--- config.mk ---
export PLATFORM = sky130hd
export DESIGN_NAME = ppts_div
export DESIGN_NICKNAME = d
export VERILOG_FILES = /design/src/ppts_pkg.sv /design/src/ppts_div.sv
export SDC_FILE = /design/constraint.sdc
export NUM_CORES = 1
export LEC_CHECK = 0
export ABC_AREA = 0
export BUFFER_PORTS_ARGS = -buffer_cell sky130_fd_sc_hd__buf_2
export CORE_MARGIN = 8
export CORE_UTILIZATION = 50
export CTS_CLUSTER_DIAMETER = 80
export DETAILED_ROUTE_END_ITERATION = 8
export GPL_TIMING_DRIVEN = 0
export PLACE_DENSITY_LB_ADDON = 0.2
export SYNTH_ARGS = -nofsm -noshare
export SYNTH_HDL_FRONTEND = slang
export SYNTH_SLANG_ARGS = --single-unit
--- constraint.sdc ---
create_clock -name aclk -period 6.1 [get_ports aclk]
set_clock_uncertainty 0.1 [all_clocks]
set_input_delay 1.22 -clock aclk [delete_from_list [all_inputs] [get_ports aclk]]
set_output_delay 1.22 -clock aclk [all_outputs]
set_load 0.01 [all_outputs]
--- src/ppts_pkg.sv ---
// ----------------------------------------------------------------------------
// ppts_pkg
// Shared constants and a saturation function for the point projection to screen block.
// ----------------------------------------------------------------------------
`default_nettype none
package ppts_pkg;
    localparam int FRAC_BITS_DEF = 16;
    localparam int CFG_W = 13;
    localparam int TXT_W = 12;

    localparam logic [1:0] REG_VP_W = 2'd0;
    localparam logic [1:0] REG_VP_H = 2'd1;
    localparam logic [1:0] REG_SC_W = 2'd2;
    localparam logic [1:0] REG_SC_H = 2'd3;

    localparam logic MODE_LOAD = 1'b0;
    localparam logic MODE_XFRM = 1'b1;

    function automatic logic signed [31:0] sat64(input logic signed [63:0] v);
        if (v > 64'sd2147483647) begin
            sat64 = 32'sh7fffffff;
        end else if (v < -64'sd2147483648) begin
            sat64 = 32'sh80000000;
        end else begin
            sat64 = v[31:0];
        end
    endfunction
endpackage
`default_nettype wire

--- src/ppts_div.sv ---
// ----------------------------------------------------------------------------
// ppts_div
// Restoring divider: (num << FRAC_BITS) / den, truncated, saturated.
// ----------------------------------------------------------------------------
`default_nettype none
module ppts_div #(
    parameter int FRAC_BITS = ppts_pkg::FRAC_BITS_DEF
) (
    input  wire               aclk,
    input  wire               aresetn,
    input  wire               start,
    input  wire signed [31:0] num,
    input  wire signed [31:0] den,
    output logic              done,
    output logic signed [31:0] quo
);
    localparam int NW = 32 + FRAC_BITS;
    localparam int CW = $clog2(NW + 1);

    logic [NW-1:0] n_reg, n_next;
    logic [NW-1:0] q_reg, q_next;
    logic [32:0]   r_reg, r_next;
    logic [31:0]   d_reg;
    logic          neg_reg;
    logic [CW-1:0] cnt_reg;
    logic          busy_reg;
    logic [33:0]   trial;
    logic signed [NW:0] sq;

    always_comb begin
        trial  = {r_reg, n_reg[NW-1]} - {2'b0, d_reg};
        n_next = n_reg << 1;
        if (!trial[33]) begin
            r_next = trial[32:0];
            q_next = {q_reg[NW-2:0], 1'b1};
        end else begin
            r_next = {r_reg[31:0], n_reg[NW-1]};
            q_next = {q_reg[NW-2:0], 1'b0};
        end
        sq  = neg_reg ? -$signed({1'b0, q_reg}) : $signed({1'b0, q_reg});
        quo = ppts_pkg::sat64(64'(sq));
    end

    always_ff @(posedge aclk) begin
        if (!aresetn) begin
            busy_reg <= 1'b0;
            done     <= 1'b0;
            cnt_reg  <= '0;
        end else begin
            done <= 1'b0;
            if (start) begin
                busy_reg <= 1'b1;
                cnt_reg  <= CW'(NW);
            end else if (busy_reg) begin
                cnt_reg <= cnt_reg - 1'b1;
                if (cnt_reg == CW'(1)) begin
                    busy_reg <= 1'b0;
                    done     <= 1'b1;
                end
            end
        end
    end

    always_ff @(posedge aclk) begin
        if (start) begin
            n_reg   <= NW'(num[31] ? 33'(-$signed({num[31], num})) : 33'(num)) << FRAC_BITS;
            d_reg   <= den[31] ? 32'(-den) : den;
            neg_reg <= num[31] ^ den[31];
            q_reg   <= '0;
            r_reg   <= '0;
        end else if (busy_reg) begin
            n_reg <= n_next;
            q_reg <= q_next;
            r_reg <= r_next;
        end
    end
endmodule
`default_nettype wire

# Yosys cells after proc, flatten, opt, wreduce, memory -nomap -nowiden
# Index checks and enable logic that the tools add are counted.
# Widths: inputs -> output; s select.
# totals
reg_bits	154
wordCells	39
out_inout_bits	33
in_bits	67
# op_classes
muxes	15
n_eq_ne	1
n_addsub	5
magnitude_cmp	2
n_bitwise	3
reduce_logical	3
# ops
cell	n
$mux 32	3
$mux 48	2
$neg 32->32	2
$gt 49x32->1 const B	1
$lt 49x32->1 const B	1
$mux 49	1
$neg 48->49	1
$sub 34x32->34	1
$mux 33	1
$mux 31	1
$mux 6	2
$eq 6x1->1 const B	1
$sub 6x1->6 const B	1
$mux 1	5
$reduce_or 3->1	1
$not 1->1	2
$reduce_bool 2->1	1
$reduce_or 2->1	1
$xor 1x1->1	1

# Longest topological paths before layout
# logic_depth
depth_word	5
ltp_mapped	15
ltp_nobuf	12

# Worst setup path before layout
# OpenSTA, ideal clock, no wires.
# synth_path
path_type	flip-flop to output port
start	reg q_reg[0]
end	out quo[0]
setup_slack_ps	1014
n_path_buf	3
t_required_ps	4780
t_arrival_ps	3766
stages_incl_launch_ff	15
cell_sequence	dfxtp_1 inv_1 ha_1 or3b_1 buf_2 or4_4 buf_6 or4_4 o41ai_2 xnor2_1 nand2_1 a2111oi_0 a21oi_1 clkbuf_1 a21oi_2
# synth_via
elab_chain_len	5
elab_cells_between_ends	6
cone_classes	add/sub: 1; order compare: 2; mux: 3
# synth_lines
element	line	source
start: declaration	ppts_div.sv:21	logic [NW-1:0] q_reg, q_next;
start signal: assignment	ppts_div.sv:73	q_reg <= q_next;
$neg 48->49	ppts_div.sv:40	sq = neg_reg ? -$signed({1'b0, q_reg}) : $signed({1'b0, q_reg});
$mux 49 (*)	ppts_div.sv:40	
$lt 49x32->1	ppts_pkg.sv:22	end else if (v < -64'sd2147483648) begin
$mux 32	ppts_pkg.sv:22	
$mux 32 (*)	ppts_pkg.sv:20	if (v > 64'sd2147483647) begin
end: declaration	ppts_div.sv:15	output logic signed [31:0] quo
# Mark *: on every way between the ends. The rest lies on a longest branch, timed or not.

# Worst setup path after layout
# layout_path
start	reg q_reg[0]
end	out quo[28]
# Same word-level chain as after synthesis.

==> results.yml <==
power_and_ir_drop:
  power_switching_uw: 1270
  clkPwrFrac: 0.292
  p_leak_uw: 0.00508
  combinationalPowerShare: 0.367
  ir_drop_mv: 0.170
  p_sw_frac: 0.359
  p_seq_frac: 0.340
  internal-power_uw: 2270
  pwr_density_cell_nw_per_um2: 279
timing:
  post-route-period-util: 0.968
  hold_viol: 0
  slew_viol_final: 0
  finalSetupViolations: 0
  tightest_slew_ns: 0.884
  finalSetupTns_ns: 0
  maxSlewHeadroom: 0.405
  rsz0062_at_grt: "false"
  max_freq_ghz: 0.169
  finalCriticalPeriod_ns: 5.91
synth:
  synth_flop_cell: "dfxtp_1"
  synth_cells: 1335
  synth.net_count: 1440
  synth_cell_types: 74
  synth_seq_cells: 154
  syn-mean-instance-area_um2: 8.35
  async_reset_ff_frac: 0
  synth_top_area_frac: 0.175
  synth_commonest_cells: "nor2_1 (161), nand2_1 (117), dfxtp_1 (89)"
  yosysWarnings: 0
  synth.most_common_cell: "nor2_1"
  synth_top_area_cell: "edfxtp_1"
  synth-edff-count: 65
  yosysSeqAreaShare: 0.335
  syn_area_um2: 11200
  synthTopCellsByArea: "edfxtp_1 (18%), dfxtp_1 (16%), xor2_1 (5.9%)"
die:
  fp.dieH_um: 165
  die_x_um: 165
  io_pins: 100
  rows: 54
  start_util: 0.509
  core_um2: 21900
  dieArea_um2: 27300
grt:
  grt_pass1_wl_um: 48600
  grtUsageTotal: 0.218
  grt_pass1_vias: 9878
  grt.overflow.total: 0
  grt_max_degree: 35
  antenna_found_initial: 1
placed_design:
  portBuffers: 99
  dp_hpwl_um: 22400
  gp_congestion: 0.929
cts:
  cts_htree_levels: 4
  cts_tree: "built"
  clkTransAtPathRegs_ns: 0.07
  clock-sinks: 154
  cts_buffers: 17
  clock_latency_ns: 0.43
  cts_max_path_buffers: 2
  cts_hold_buf: 0
  cts-root-buf: "clkbuf_16"
final_layout:
  n_antenna_cell: 0
  nNetsFinal: 1560
  syn2layout_area_growth_pct: 13.7
  largest_reg_flops: 48
  post-route-util: 0.579
  drive_gt1_frac: 0.141
hold_path:
  hold_depth: 2
  hp-start: "r_reg[9]"
  hold_end: "r_reg[10]"
  hp-class: "reg -> reg"
drt:
  routed_wl_um: 29600
  ant_nets: 0
  vias: 10300
  drc_errors: 0
  dr.pass1.iters: 5
  vias_per_cell: 5.87
  avgRoutedWirePerCell_um: 16.9
  drt_iter0_drc: 644
job:
  maxCapViolCount: 0
status:
  status: "completed"
setup_path:
  cp-end-kind: "primary output"
  cp.arrival_ns: 4.59
  r2r.worst_path.cells: 11
  start_kind: "flip-flop"
  rr_startpoint: "r_reg[23]"
  cp.required_ns: 4.78
  worstReg2RegEnd: "r_reg[12]"
  r2r_slack_ns: 1.88
  critPathMaxFanout: 10
  critical_path_class: "reg -> out"
## critical path, cell delays in order (launching register included)
cell and delay [ns]:
dfxtp_1 0.39, inv_2 0.11, ha_2 0.19, or3b_1 0.34, buf_2 0.17, or4_4 0.54
buf_6 0.15, or4_4 0.57, o31ai_4 0.19, xnor2_1 0.11, and4bb_1 0.28, nand4_1 0.16
o41ai_4 0.35, buf_4 0.20, buf_6 0.18, a21oi_2 0.07, buf_2 0.16
## per-stage QoR
stage | worst slack, ns | total power (uW) | area [um^2] | hold WS (ns) | instances
after floorplan | 1.01 | 2100 | 11200 | 0.369 | 1335
after global placement | 0.154 | 2490 | 12000 | 0.384 | 1714
after detailed placement | 0.185 | 2500 | 12000 | 0.390 | 1714
after CTS | 0.00644 | 3540 | 12600 | 0.400 | 1747
after global routing | 0.00868 | 3740 | 12700 | 0.432 | 1748
final | 0.194 | 3530 | 12700 | 0.399 | 1748
## power by group through the flow
stage / sequential, uW / clock [uW] / combinational [uW]
2_1_floorplan: 1210 / 0 / 891
3_3_place_gp: 1220 / 0 / 1270
3_5_place_dp: 1230 / 0 / 1280
4_1_cts: 1200 / 1040 / 1300
5_1_grt: 1210 / 1090 / 1440
6_report: 1200 / 1030 / 1300
## repair_timing
item / CTS / global route
pin swaps: 1 / 2
setup buffers: 1 / 0
gates resized for setup: 5 / 22
setup endpoints to repair: 31 / 31
## cells by family (layout without fill, tap and decap cells)
kind of cell | count (synthesis) | after routing | synth area share
AO/OA/AOI/OAI | 307 | 307 | 0.196
XOR/XNOR | 136 | 136 | 0.107
adder cells (fa/ha/maj) | 38 | 38 | 0.0433
buffers and inverters | 154 | 287 | 0.0560
flip-flops | 154 | 154 | 0.335
multiplexers | 52 | 52 | 0.0469
AND/OR/NAND/NOR | 494 | 494 | 0.216
## per-layer routing
metal / routed length [um] / track usage / part of all wire
met1: 14100 / 0.304 / 0.48
met2: 13300 / 0.344 / 0.45
met3: 1730 / 0.0372 / 0.058
met5: 13 / 0 / 0.00044
met4: 399 / 0.0544 / 0.013
## how the worst max path moves through the flow
stage               startpoint  endpoint  slack (ns)  cells past startpoint
finish                q_reg[0]   quo[28]        0.19                     16
global route          q_reg[0]   quo[30]       0.009                     16
CTS                   q_reg[0]   quo[30]       0.006                     15
detailed placement    q_reg[0]   quo[30]        0.18                     16
global placement      q_reg[0]   quo[28]        0.15                     16
floorplan             q_reg[0]    quo[0]        1.01                     14
## cells in the final DEF (no fill, tap or decap), types with 7 or more instances in the layout
cell type  netlist  final
a211oi_1        12     12
a21o_1           8      8
a21oi_1         66     66
a21oi_2         30     30
a311oi_1        23     23
a31oi_1          9      9
buf_1           10     10
buf_2            1    104
clkbuf_1        80     76
clkbuf_16        0     17
dfxtp_1         89     89
edfxtp_1        65     65
ha_1            37     36
inv_1           56     55
mux2i_1         50     50
nand2_1        117    117
nand2b_1        14     14
nand3_1         32     32
nand3b_1        11     11
nand4_1         14     14
nor2_1         161    161
nor2b_1          9      9
nor3_1          27     26
nor4_1          20     15
o211ai_1         7      7
o21ai_0         52     52
o31ai_1         32     32
o41ai_1         14     12
or2_2           12     12
or3_1           26     26
or4_1           27     27
xnor2_1         61     61
xor2_1          75     75
## cell type report
cell class              count  area [um^2]
fillers                  2056         9210
inverters                  57          214
repair buffers            101          531
clock inverters            15          140
well taps                 280          350
multi-input cells        1027         6870
clock buffers              17          425
flip-flops and latches    154         3730
plain buffers              97          415
Note: power is estimated with default switching activity, not from simulation.
